**config.mk**
```make
export PLATFORM = sky130hd
export DESIGN_NAME = height_grid_colorizer
export DESIGN_NICKNAME = d
export VERILOG_FILES = /design/src/rtl/hgc_pkg.sv /design/src/rtl/height_grid_colorizer.sv /design/src/rtl/hgc_divider.sv
export SDC_FILE = /design/constraint.sdc
export NUM_CORES = 2
export LEC_CHECK = 0
export ABC_AREA = 1
export BUFFER_PORTS_ARGS = -buffer_cell sky130_fd_sc_hd__buf_2
export CAP_MARGIN = 0
export CORE_AREA = 8 8 293 267
export CTS_CLUSTER_DIAMETER = 40
export DETAILED_ROUTE_END_ITERATION = 16
export DIE_AREA = 0 0 301 275
export MAX_ROUTING_LAYER = met4
export PLACE_DENSITY = 0.68
export SKIP_LAST_GASP = 1
export SLEW_MARGIN = 20
export SYNTH_ARGS = -nofsm -noshare
export SYNTH_HDL_FRONTEND = slang
export SYNTH_HIERARCHICAL = 1
export SYNTH_SLANG_ARGS = --single-unit
export TNS_END_PERCENT = 20
```
**constraint.sdc**
```tcl
create_clock -name clock -period 36.3 [get_ports clock]
set_input_delay 1.815 -clock clock [delete_from_list [all_inputs] [get_ports clock]]
set_output_delay 1.815 -clock clock [all_outputs]
set_load 0.01 [all_outputs]
```
**src/rtl/hgc_pkg.sv**
```systemverilog
// Shared types, constants and codes for the height grid colorizer.
`timescale 1ns / 1ps

package hgc_pkg;

   // Field widths
   localparam int unsigned KIND_W   = 2;
   localparam int unsigned WORD_W   = 32;
   localparam int unsigned HEIGHT_W = 16;
   localparam int unsigned MASK_W   = 16;
   localparam int unsigned STATUS_W = 3;
   localparam int unsigned SIDE_W   = 13;
   localparam int unsigned CHAN_W   = 8;
   localparam int unsigned SUM_W    = HEIGHT_W + 1;
   localparam int unsigned COUNT_W  = 25;
   localparam int unsigned AREA_W   = 2 * SIDE_W;

   // Shared divider: quotient never exceeds 154, so eight quotient bits suffice
   localparam int unsigned QUOT_W   = 8;
   localparam int unsigned NUMER_W  = CHAN_W + SUM_W;
   localparam int unsigned STEP_W   = $clog2(QUOT_W);

   localparam int unsigned MAX_SIDE_DEFAULT = 4097;

   localparam logic [WORD_W-1:0]   HDR_MAGIC   = 32'h5041_4D48;
   localparam logic [WORD_W-1:0]   HDR_VERSION = 32'd101;
   localparam logic [MASK_W-1:0]   TINT_BITS   = 16'h9000;
   localparam logic [COUNT_W-1:0]  COUNT_MAX   = {COUNT_W{1'b1}};

   // Gradient end points and tint amounts
   localparam logic [CHAN_W-1:0] RED_LO   = 8'd40;
   localparam logic [CHAN_W-1:0] RED_HI   = 8'd194;
   localparam logic [CHAN_W-1:0] GREEN_LO = 8'd77;
   localparam logic [CHAN_W-1:0] GREEN_HI = 8'd181;
   localparam logic [CHAN_W-1:0] BLUE_LO  = 8'd58;
   localparam logic [CHAN_W-1:0] BLUE_HI  = 8'd139;
   localparam logic [CHAN_W-1:0] TINT_UP   = 8'd28;
   localparam logic [CHAN_W-1:0] TINT_DOWN = 8'd18;

   // Item kinds
   localparam logic [KIND_W-1:0] KIND_HEADER = 2'd0;
   localparam logic [KIND_W-1:0] KIND_SCAN   = 2'd1;
   localparam logic [KIND_W-1:0] KIND_RENDER = 2'd2;

   // Result status codes
   localparam logic [STATUS_W-1:0] STATUS_OK         = 3'd0;
   localparam logic [STATUS_W-1:0] STATUS_BAD_HEADER = 3'd1;
   localparam logic [STATUS_W-1:0] STATUS_DIM_MISS   = 3'd2;
   localparam logic [STATUS_W-1:0] STATUS_COUNT_MISS = 3'd3;
   localparam logic [STATUS_W-1:0] STATUS_ORDER      = 3'd4;

   // Configuration register indexes
   localparam int unsigned CSR_INDEX_W = 2;
   localparam int unsigned CSR_DATA_W  = SIDE_W;
   localparam logic [CSR_INDEX_W-1:0] CSR_DIMS_KNOWN = 2'd0;
   localparam logic [CSR_INDEX_W-1:0] CSR_EXP_WIDTH  = 2'd1;
   localparam logic [CSR_INDEX_W-1:0] CSR_EXP_HEIGHT = 2'd2;

   typedef struct packed {
      logic [KIND_W-1:0]   kind;
      logic [WORD_W-1:0]   magic_word;
      logic [WORD_W-1:0]   format_version;
      logic [WORD_W-1:0]   grid_cols;
      logic [WORD_W-1:0]   grid_rows;
      logic [HEIGHT_W-1:0] height_a;
      logic [HEIGHT_W-1:0] height_b;
      logic [MASK_W-1:0]   cell_mask;
      logic                last_cell;
   } req_type;

   typedef struct packed {
      logic [STATUS_W-1:0] status;
      logic                pixel_valid;
      logic [SIDE_W-1:0]   column;
      logic [SIDE_W-1:0]   image_row;
      logic [CHAN_W-1:0]   red;
      logic [CHAN_W-1:0]   green;
      logic [CHAN_W-1:0]   blue;
      logic                frame_end;
   } rsp_type;

   typedef struct packed {
      logic               start;
      logic [NUMER_W-1:0] numer;
      logic [SUM_W-1:0]   denom;
   } div_req_type;

   typedef struct packed {
      logic              done;
      logic [QUOT_W-1:0] quot;
   } div_rsp_type;

endpackage

```
**src/rtl/height_grid_colorizer.sv**
```systemverilog
// Top level of the height grid colorizer: sequencer, grid state and result register.
`timescale 1ns / 1ps

// Takes one beat at a time on req_ and returns exactly one result beat on rsp_ for
// each. A header beat checks magic word, version and dimensions (2..MAX_SIDE, and
// the expected size when dims_known is set), then a scan pass of every cell builds
// the minimum and maximum of height_a + height_b and checks the cell count on the
// cell marked last. A render pass of the same cells then returns one pixel per cell
// on a green-to-sand gradient, tinted where cell_mask has 0x9000 bits set, with rows
// flipped and frame_end on the final pixel; the position wraps so the image can be
// rendered again. In a render beat the three colour channels go one after another
// through a single restoring divider at one quotient bit per cycle, each channel
// with its own load and hand-off. req_ready is high whenever the sequencer is idle,
// even while a finished result still waits on rsp_; the sequencer then holds its
// result until the output register frees. Configuration writes on csr_ take effect
// at once and must only be made while the block is idle.
module height_grid_colorizer #(
   parameter int unsigned MAX_SIDE = hgc_pkg::MAX_SIDE_DEFAULT
) (
   input  logic                               clock,
   input  logic                               reset,
   input  logic                               req_valid,
   output logic                               req_ready,
   input  hgc_pkg::req_type                   req_data,
   output logic                               rsp_valid,
   input  logic                               rsp_ready,
   output hgc_pkg::rsp_type                   rsp_data,
   input  logic                               csr_write_en,
   input  logic [hgc_pkg::CSR_INDEX_W-1:0]    csr_index,
   input  logic [hgc_pkg::CSR_DATA_W-1:0]     csr_wdata
);
   import hgc_pkg::*;

   // Sequencer states
   localparam logic [1:0] ST_IDLE   = 2'd0;
   localparam logic [1:0] ST_EXEC   = 2'd1;
   localparam logic [1:0] ST_DIV    = 2'd2;
   localparam logic [1:0] ST_FINISH = 2'd3;

   // Channel order through the divider
   localparam logic [1:0] CH_RED   = 2'd0;
   localparam logic [1:0] CH_GREEN = 2'd1;
   localparam logic [1:0] CH_BLUE  = 2'd2;

   logic [1:0]          state_ff, state_in;

   // Configuration
   logic                dims_known_ff, dims_known_in;
   logic [SIDE_W-1:0]   exp_width_ff, exp_width_in;
   logic [SIDE_W-1:0]   exp_height_ff, exp_height_in;

   // Grid state
   logic [SIDE_W-1:0]   cols_held_ff, cols_held_in;
   logic [SIDE_W-1:0]   rows_held_ff, rows_held_in;
   logic                header_good_ff, header_good_in;
   logic [SUM_W-1:0]    low_sum_ff, low_sum_in;
   logic [SUM_W-1:0]    high_sum_ff, high_sum_in;
   logic [COUNT_W-1:0]  scan_count_ff, scan_count_in;
   logic                scan_good_ff, scan_good_in;
   logic [SIDE_W-1:0]   x_pos_ff, x_pos_in;
   logic [SIDE_W-1:0]   y_pos_ff, y_pos_in;

   // Item held while it is worked on
   req_type             req_ff, req_in;
   logic [SUM_W-1:0]    d_ff, d_in;
   logic [SUM_W-1:0]    span_ff, span_in;
   logic [1:0]          chan_ff, chan_in;
   logic                div_run_ff, div_run_in;
   logic [QUOT_W-1:0]   q_red_ff, q_red_in;
   logic [QUOT_W-1:0]   q_green_ff, q_green_in;
   logic [QUOT_W-1:0]   q_blue_ff, q_blue_in;

   // Result register
   logic                rsp_valid_ff, rsp_valid_in;
   rsp_type             rsp_data_ff, rsp_data_in;

   div_req_type         div_req;
   div_rsp_type         div_rsp;

   // Working values
   logic                slot_free;
   logic [SUM_W-1:0]    cell_sum;
   logic [SUM_W-1:0]    span_calc;
   logic [SUM_W-1:0]    d_calc;
   logic [COUNT_W-1:0]  count_next;
   logic [AREA_W-1:0]   grid_area;
   logic                header_bad;
   logic                dims_miss;
   logic [CHAN_W-1:0]   coef;
   logic [CHAN_W:0]     red_ramp, red_tint;
   logic [CHAN_W-1:0]   green_ramp, blue_ramp;
   logic [CHAN_W-1:0]   red_pix, green_pix, blue_pix;
   logic                tint;
   logic                x_last, y_last, frame_last;
   rsp_type             beat;

   hgc_divider u_divider (
      .clock   (clock),
      .reset   (reset),
      .div_req (div_req),
      .div_rsp (div_rsp)
   );

   assign req_ready = (state_ff == ST_IDLE);
   assign rsp_valid = rsp_valid_ff;
   assign rsp_data  = rsp_data_ff;
   assign slot_free = !rsp_valid_ff || rsp_ready;

   // Header checks
   assign header_bad = (req_ff.magic_word != HDR_MAGIC) ||
                       (req_ff.format_version != HDR_VERSION) ||
                       (req_ff.grid_cols < WORD_W'(2)) || (req_ff.grid_rows < WORD_W'(2)) ||
                       (req_ff.grid_cols > WORD_W'(MAX_SIDE)) ||
                       (req_ff.grid_rows > WORD_W'(MAX_SIDE));
   assign dims_miss  = dims_known_ff &&
                       ((req_ff.grid_cols != WORD_W'(exp_width_ff)) ||
                        (req_ff.grid_rows != WORD_W'(exp_height_ff)));

   // Scan statistics
   assign cell_sum   = SUM_W'(req_ff.height_a) + SUM_W'(req_ff.height_b);
   assign count_next = (scan_count_ff == COUNT_MAX) ? scan_count_ff
                                                    : scan_count_ff + COUNT_W'(1);
   assign grid_area  = AREA_W'(cols_held_ff) * AREA_W'(rows_held_ff);

   // Render offset: span at least 1, offset clamped into 0..span
   always_comb begin
      span_calc = (high_sum_ff > low_sum_ff) ? high_sum_ff - low_sum_ff : SUM_W'(1);
      d_calc    = (cell_sum > low_sum_ff) ? cell_sum - low_sum_ff : '0;
      if (d_calc > span_calc) begin
         d_calc = span_calc;
      end
   end

   // Gradient step for the channel now in the divider
   always_comb begin
      case (chan_ff)
         CH_RED:   coef = RED_HI - RED_LO;
         CH_GREEN: coef = GREEN_HI - GREEN_LO;
         default:  coef = BLUE_HI - BLUE_LO;
      endcase
   end

   // Pixel colour and position
   assign tint       = (req_ff.cell_mask & TINT_BITS) != '0;
   assign red_ramp   = (CHAN_W+1)'(RED_LO) + (CHAN_W+1)'(q_red_ff);
   assign green_ramp = GREEN_LO + CHAN_W'(q_green_ff);
   assign blue_ramp  = BLUE_LO + CHAN_W'(q_blue_ff);
   assign red_tint   = red_ramp + (CHAN_W+1)'(TINT_UP);
   assign red_pix    = !tint ? red_ramp[CHAN_W-1:0]
                     : (red_tint[CHAN_W] ? {CHAN_W{1'b1}} : red_tint[CHAN_W-1:0]);
   assign green_pix  = !tint ? green_ramp
                     : ((green_ramp > TINT_DOWN) ? green_ramp - TINT_DOWN : '0);
   assign blue_pix   = !tint ? blue_ramp
                     : ((blue_ramp > TINT_DOWN) ? blue_ramp - TINT_DOWN : '0);
   assign x_last     = ((SIDE_W+1)'(x_pos_ff) + (SIDE_W+1)'(1)) >= (SIDE_W+1)'(cols_held_ff);
   assign y_last     = ((SIDE_W+1)'(y_pos_ff) + (SIDE_W+1)'(1)) >= (SIDE_W+1)'(rows_held_ff);
   assign frame_last = x_last && y_last;

   always_comb begin
      state_in       = state_ff;
      dims_known_in  = dims_known_ff;
      exp_width_in   = exp_width_ff;
      exp_height_in  = exp_height_ff;
      cols_held_in   = cols_held_ff;
      rows_held_in   = rows_held_ff;
      header_good_in = header_good_ff;
      low_sum_in     = low_sum_ff;
      high_sum_in    = high_sum_ff;
      scan_count_in  = scan_count_ff;
      scan_good_in   = scan_good_ff;
      x_pos_in       = x_pos_ff;
      y_pos_in       = y_pos_ff;
      req_in         = req_ff;
      d_in           = d_ff;
      span_in        = span_ff;
      chan_in        = chan_ff;
      div_run_in     = div_run_ff;
      q_red_in       = q_red_ff;
      q_green_in     = q_green_ff;
      q_blue_in      = q_blue_ff;
      rsp_valid_in   = rsp_valid_ff && !rsp_ready;
      rsp_data_in    = rsp_data_ff;
      beat           = '0;

      div_req.start  = 1'b0;
      div_req.numer  = NUMER_W'(coef) * NUMER_W'(d_ff);
      div_req.denom  = span_ff;

      if (csr_write_en) begin
         unique case (csr_index)
            CSR_DIMS_KNOWN: dims_known_in = csr_wdata[0];
            CSR_EXP_WIDTH:  exp_width_in  = csr_wdata;
            CSR_EXP_HEIGHT: exp_height_in = csr_wdata;
            default: ;
         endcase
      end

      unique case (state_ff)
         ST_IDLE: begin
            if (req_valid) begin
               req_in   = req_data;
               state_in = ST_EXEC;
            end
         end

         ST_EXEC: begin
            unique case (req_ff.kind)
               KIND_HEADER: begin
                  if (slot_free) begin
                     // every header restarts the scan
                     low_sum_in    = {SUM_W{1'b1}};
                     high_sum_in   = '0;
                     scan_count_in = '0;
                     scan_good_in  = 1'b0;
                     x_pos_in      = '0;
                     y_pos_in      = '0;
                     if (header_bad) begin
                        beat.status    = STATUS_BAD_HEADER;
                        header_good_in = 1'b0;
                     end else if (dims_miss) begin
                        beat.status    = STATUS_DIM_MISS;
                        header_good_in = 1'b0;
                     end else begin
                        cols_held_in   = req_ff.grid_cols[SIDE_W-1:0];
                        rows_held_in   = req_ff.grid_rows[SIDE_W-1:0];
                        header_good_in = 1'b1;
                     end
                     rsp_valid_in = 1'b1;
                     rsp_data_in  = beat;
                     state_in     = ST_IDLE;
                  end
               end

               KIND_SCAN: begin
                  if (slot_free) begin
                     if (!header_good_ff || scan_good_ff) begin
                        beat.status = STATUS_ORDER;
                     end else begin
                        if (cell_sum < low_sum_ff) begin
                           low_sum_in = cell_sum;
                        end
                        if (cell_sum > high_sum_ff) begin
                           high_sum_in = cell_sum;
                        end
                        scan_count_in = count_next;
                        if (req_ff.last_cell) begin
                           if (AREA_W'(count_next) == grid_area) begin
                              scan_good_in = 1'b1;
                              x_pos_in     = '0;
                              y_pos_in     = '0;
                           end else begin
                              beat.status    = STATUS_COUNT_MISS;
                              header_good_in = 1'b0;
                           end
                        end
                     end
                     rsp_valid_in = 1'b1;
                     rsp_data_in  = beat;
                     state_in     = ST_IDLE;
                  end
               end

               KIND_RENDER: begin
                  if (!header_good_ff || !scan_good_ff) begin
                     if (slot_free) begin
                        beat.status  = STATUS_ORDER;
                        rsp_valid_in = 1'b1;
                        rsp_data_in  = beat;
                        state_in     = ST_IDLE;
                     end
                  end else begin
                     d_in       = d_calc;
                     span_in    = span_calc;
                     chan_in    = CH_RED;
                     div_run_in = 1'b0;
                     state_in   = ST_DIV;
                  end
               end

               default: begin
                  if (slot_free) begin
                     beat.status  = STATUS_ORDER;
                     rsp_valid_in = 1'b1;
                     rsp_data_in  = beat;
                     state_in     = ST_IDLE;
                  end
               end
            endcase
         end

         ST_DIV: begin
            if (!div_run_ff) begin
               div_req.start = 1'b1;
               div_run_in    = 1'b1;
            end else if (div_rsp.done) begin
               div_run_in = 1'b0;
               case (chan_ff)
                  CH_RED:   q_red_in   = div_rsp.quot;
                  CH_GREEN: q_green_in = div_rsp.quot;
                  default:  q_blue_in  = div_rsp.quot;
               endcase
               if (chan_ff == CH_BLUE) begin
                  state_in = ST_FINISH;
               end else begin
                  chan_in = chan_ff + 2'd1;
               end
            end
         end

         ST_FINISH: begin
            if (slot_free) begin
               beat.status      = STATUS_OK;
               beat.pixel_valid = 1'b1;
               beat.column      = x_pos_ff;
               beat.image_row   = rows_held_ff - SIDE_W'(1) - y_pos_ff;
               beat.red         = red_pix;
               beat.green       = green_pix;
               beat.blue        = blue_pix;
               beat.frame_end   = frame_last;
               // raster advance, wrapping to the origin after the last pixel
               if (frame_last) begin
                  x_pos_in = '0;
                  y_pos_in = '0;
               end else if (x_last) begin
                  x_pos_in = '0;
                  y_pos_in = y_pos_ff + SIDE_W'(1);
               end else begin
                  x_pos_in = x_pos_ff + SIDE_W'(1);
               end
               rsp_valid_in = 1'b1;
               rsp_data_in  = beat;
               state_in     = ST_IDLE;
            end
         end

         default: state_in = ST_IDLE;
      endcase
   end

   always_ff @(posedge clock) begin
      if (reset) begin
         state_ff       <= ST_IDLE;
         dims_known_ff  <= 1'b0;
         exp_width_ff   <= '0;
         exp_height_ff  <= '0;
         cols_held_ff   <= '0;
         rows_held_ff   <= '0;
         header_good_ff <= 1'b0;
         low_sum_ff     <= {SUM_W{1'b1}};
         high_sum_ff    <= '0;
         scan_count_ff  <= '0;
         scan_good_ff   <= 1'b0;
         x_pos_ff       <= '0;
         y_pos_ff       <= '0;
         chan_ff        <= CH_RED;
         div_run_ff     <= 1'b0;
         rsp_valid_ff   <= 1'b0;
      end else begin
         state_ff       <= state_in;
         dims_known_ff  <= dims_known_in;
         exp_width_ff   <= exp_width_in;
         exp_height_ff  <= exp_height_in;
         cols_held_ff   <= cols_held_in;
         rows_held_ff   <= rows_held_in;
         header_good_ff <= header_good_in;
         low_sum_ff     <= low_sum_in;
         high_sum_ff    <= high_sum_in;
         scan_count_ff  <= scan_count_in;
         scan_good_ff   <= scan_good_in;
         x_pos_ff       <= x_pos_in;
         y_pos_ff       <= y_pos_in;
         chan_ff        <= chan_in;
         div_run_ff     <= div_run_in;
         rsp_valid_ff   <= rsp_valid_in;
      end
   end

   // Payload, no reset needed
   always_ff @(posedge clock) begin
      req_ff      <= req_in;
      d_ff        <= d_in;
      span_ff     <= span_in;
      q_red_ff    <= q_red_in;
      q_green_ff  <= q_green_in;
      q_blue_ff   <= q_blue_in;
      rsp_data_ff <= rsp_data_in;
   end

endmodule

```
**src/rtl/hgc_divider.sv**
```systemverilog
// Restoring divider, one quotient bit per cycle, shared by the three colour channels.
`timescale 1ns / 1ps

module hgc_divider (
   input  logic                clock,
   input  logic                reset,
   input  hgc_pkg::div_req_type div_req,
   output hgc_pkg::div_rsp_type div_rsp
);
   import hgc_pkg::*;

   logic                busy_ff, busy_in;
   logic                done_ff, done_in;
   logic [STEP_W-1:0]   step_ff, step_in;
   logic [NUMER_W-1:0]  rem_ff, rem_in;
   logic [NUMER_W-1:0]  dvs_ff, dvs_in;
   logic [QUOT_W-1:0]   quot_ff, quot_in;

   always_comb begin
      busy_in = busy_ff;
      done_in = 1'b0;
      step_in = step_ff;
      rem_in  = rem_ff;
      dvs_in  = dvs_ff;
      quot_in = quot_ff;
      if (div_req.start) begin
         rem_in  = div_req.numer;
         // divisor aligned to the top quotient bit
         dvs_in  = NUMER_W'({div_req.denom, {(QUOT_W-1){1'b0}}});
         quot_in = '0;
         step_in = STEP_W'(QUOT_W - 1);
         busy_in = 1'b1;
      end else if (busy_ff) begin
         if (rem_ff >= dvs_ff) begin
            rem_in  = rem_ff - dvs_ff;
            quot_in = {quot_ff[QUOT_W-2:0], 1'b1};
         end else begin
            quot_in = {quot_ff[QUOT_W-2:0], 1'b0};
         end
         dvs_in = dvs_ff >> 1;
         if (step_ff == '0) begin
            busy_in = 1'b0;
            done_in = 1'b1;
         end else begin
            step_in = step_ff - STEP_W'(1);
         end
      end
   end

   always_ff @(posedge clock) begin
      if (reset) begin
         busy_ff <= 1'b0;
         done_ff <= 1'b0;
      end else begin
         busy_ff <= busy_in;
         done_ff <= done_in;
      end
   end

   always_ff @(posedge clock) begin
      step_ff <= step_in;
      rem_ff  <= rem_in;
      dvs_ff  <= dvs_in;
      quot_ff <= quot_in;
   end

   assign div_rsp.done = done_ff;
   assign div_rsp.quot = quot_ff;

endmodule

```
==> run_results.csv <==
group,metric,value,unit
outcome,status,"finished, final reports clean",
grt,use_met3,6.024,%
critical_path,required,36860,ps
logic_synthesis,synth_top_area_cell,"edfxtp_1",
timing,fmax,146.6,MHz
finish,layout-drive-gt1-share,9.631,%
cts,cts_buffers,80,
timing,tns,0,ps
critical_path,crit_top_cell,"nand2_1",
placed_design,dp_hpwl,74870,um
timing,finClkSkew,44.67,ps
cts,clkTransAtPathRegs,60,ps
critical_path,r2r_slack,29480,ps
cts,post_cts.repair.setup_buffers,0,
finish,final_cells,5752,
logic_synthesis,synth_ff_type,"edfxtp_1",
finish,n_fill_cell,6767,
timing,finalCritPeriodShare,18.80,%
detailed_routing,drtIter0Drc,2113,
grt,track_usage,23.69,%
pwr,vdd_drop_max,0.05520,mV
timing,setup_viol,0,
detailed_routing,drt-total-wl,95620,um
grt,grt_overflow_total,0,
grt,grt_pass1_vias,29260,
timing,worst_slew_pin_slew,1096,ps
timing,fin_crit,6823,ps
logic_synthesis,synth_area,0.03620,sq mm
timing,slew_headroom,26.79,%
cts,cts-root-buf,"clkbuf_16",
logic_synthesis,synth-seq-cells,486,
logic_synthesis,yosys_warnings,6,
cts,clock_latency,640,ps
cts,cts_tree,"yes",
die,core-area,0.07346,sq mm
critical_path,crit_type,"reg -> reg",
cts,cts_resized,0,
timing,finalHoldViolCount,0,
cts,holdBufCountCts,0,
logic_synthesis,ys_top_cells_by_count,"nand2_1, inv_1, nor2_1",
finish,final_nets,5393,
cts,clockBufferDepth,3,
detailed_routing,vias_per_cell,5.154,
timing,slew_viol_final,0,
finish,fin_area,0.04110,sq mm
grt,grtUsageMet2,34.51,%
die,die_area,0.08278,sq mm
critical_path,end_kind,"register",
die,io_pins,256,
logic_synthesis,netlist.area_leader.share,26.54,%
cts,numClockSinks,486,
placed_design,gp_congestion,0.9535,
finish,syn_to_final_growth,13.53,%
pwr,p_per_area,38.81,mW/mm^2
logic_synthesis,avgSynthCellArea,8.098,sq um
pwr,p_leak,19.38,nW
grt,busiest_layer,"met2",
logic_synthesis,synth_most_common_cell,"nand2_1",
grt,antenna_found_initial,14,
die,die_y,275,um
critical_path,cp_max_fo,23,
placed_design,numPortBuffers,241,
logic_synthesis,ys_seq_area_share,35.72,%
critical_path,critPathMaxStageDelay,860,ps
timing,rsz0062_at_grt,"false",
cts,htreeDepth,3,
die,start_util,49.29,%
die,placementRows,95,
timing,setup_ws,29480,ps
logic_synthesis,syn-num-nets,5163,
detailed_routing,num_vias,29650,
critical_path,worstSetupStartpointType,"register",
logic_synthesis,synthArstFlopShare,0,%
placed_design,placed_area,0.03834,sq mm
grt,grt_use_met1,32.35,%
grt,grt_pass1_wl,153100,um
logic_synthesis,syn-instance-count,4471,
detailed_routing,ant_nets,0,
detailed_routing,drt-wirelength-per-cell,16.62,um
detailed_routing,drc,0,
logic_synthesis,yosys-top-cells-area,"edfxtp_1, nand2_1, fa_1, ha_1, dfxtp_1",
job,drv_cap,0,
placed_design,dp_slack,29570,ps
logic_synthesis,ys_types,58,
grt,grt_start_max_net_pins,83,
critical_path,arrival,7390,ps
placed_design,placed_cells,5589,
die,die_w,301,um
critical_path,cp_slowest_cell,"dfxtp_1",
worst_hold_path,hold_class,"reg -> reg",
logic_synthesis,synth-edff-count,320,
detailed_routing,drt_first_pass_iters,6,
==> final cells by class <==
class | count | area [sq um] | share of cell area [%]
diodes | 16 | 40.04 | 0.09741
multi-input cells | 3087 | 19880 | 48.37
clock buffers | 96 | 2135 | 5.193
flip-flops and latches | 486 | 12930 | 31.46
inverters | 782 | 2935 | 7.141
repair buffers | 264 | 1379 | 3.354
clock inverters | 51 | 585.6 | 1.425
well taps | 970 | 1214 | 2.953
==> report_power, final <==
part | switching (W) | leakage [nW] | internal [W]
Clock | 0.000293 | 1.31 | 0.000466
Sequential | 0.0000184 | 4.40 | 0.000622
Combinational | 0.000127 | 13.7 | 0.0000677
Total | 0.000439 | 19.4 | 0.00116
==> metrics by stage <==
stage | hold slack [ps] | power, W | util [%]
2_1_floorplan | 428.9 | 0.0007875 | -
3_3_place_gp | 441.2 | 0.0008402 | 52.20
3_5_place_dp | 446.6 | 0.0008445 | 52.20
4_1_cts | 469.2 | 0.001610 | 55.90
5_1_grt | 489.0 | 0.001662 | 55.95
6_report | 462.3 | 0.001595 | 55.96
==> logic make-up after synthesis <==
| kind of cell | Yosys count | synth area share (%) |
|---|---|---|
| DFF | 486 | 35.72 |
| AOI/OAI and AO/OA | 498 | 7.492 |
| buffers and inverters | 898 | 9.442 |
| adders and majority gates | 493 | 21.16 |
| xor gates and xnor gates | 147 | 3.556 |
| and+or+nand+nor | 1949 | 22.63 |
==> state kept, by name (all words and copies together), names as in the netlist, 17 cells and up <==
signal and count:
req_ff 165, rsp_data 55, scan_count_ff 25, u_divider/rem_ff 25
u_divider/dvs_ff 24, d_ff 17, high_sum_ff 17, low_sum_ff 17
span_ff 17
==> final timing paths <==
| kind | from | end | depth (start not counted) |
|---|---|---|---|
| setup / recovery | rows_held_ff[3] | x_pos_ff[11] | 29 |
| hold / removal | u_divider/step_ff[0] | u_divider/step_ff[0] | 2 |
| setup reg to reg | rows_held_ff[3] | x_pos_ff[11] | 29 |
| hold reg to reg | u_divider/step_ff[0] | u_divider/step_ff[0] | 2 |
==> critical path: cells and delay by family, from the launching register on <==
family / cells / cell delay (ps)
adders and majority gates: 6 / 3010
and+or+nand+nor: 17 / 2330
DFF: 1 / 860
AOI/OAI and AO/OA: 1 / 280
buffers and inverters: 5 / 260
==> layer usage <==
layer,vias to the layer above,share of wire [%],wire (um)
met3,185,8.7,8346
met1,13640,46,44390
met4,0,3.1,2987
met2,975,42,39890
li1,14850,-,-
met5,-,0,0
==> layout by cell type (no fill, tap or decap), types with 13 or more instances in the layout <==
| cell type | synthesis | layout |
|---|---|---|
| o22ai_1 | 23 | 23 |
| diode_2 | 0 | 16 |
| nand3_1 | 160 | 160 |
| ha_1 | 294 | 294 |
| nand3b_1 | 22 | 22 |
| nand2_1 | 1117 | 1116 |
| xor2_1 | 88 | 88 |
| edfxtp_1 | 320 | 320 |
| a31oi_1 | 14 | 14 |
| nor2_1 | 403 | 401 |
| buf_4 | 1 | 23 |
| xnor2_1 | 59 | 59 |
| dfxtp_1 | 166 | 166 |
| nor3_1 | 72 | 71 |
| nand4_1 | 71 | 71 |
| a21oi_1 | 224 | 224 |
| fa_1 | 199 | 199 |
| o21ai_0 | 174 | 174 |
| o21bai_1 | 13 | 13 |
| buf_2 | 11 | 241 |
| nor4_1 | 34 | 34 |
| clkbuf_16 | 0 | 82 |
| inv_1 | 775 | 773 |
| or2_2 | 26 | 26 |
Note: power is estimated with default switching activity, not from simulation.
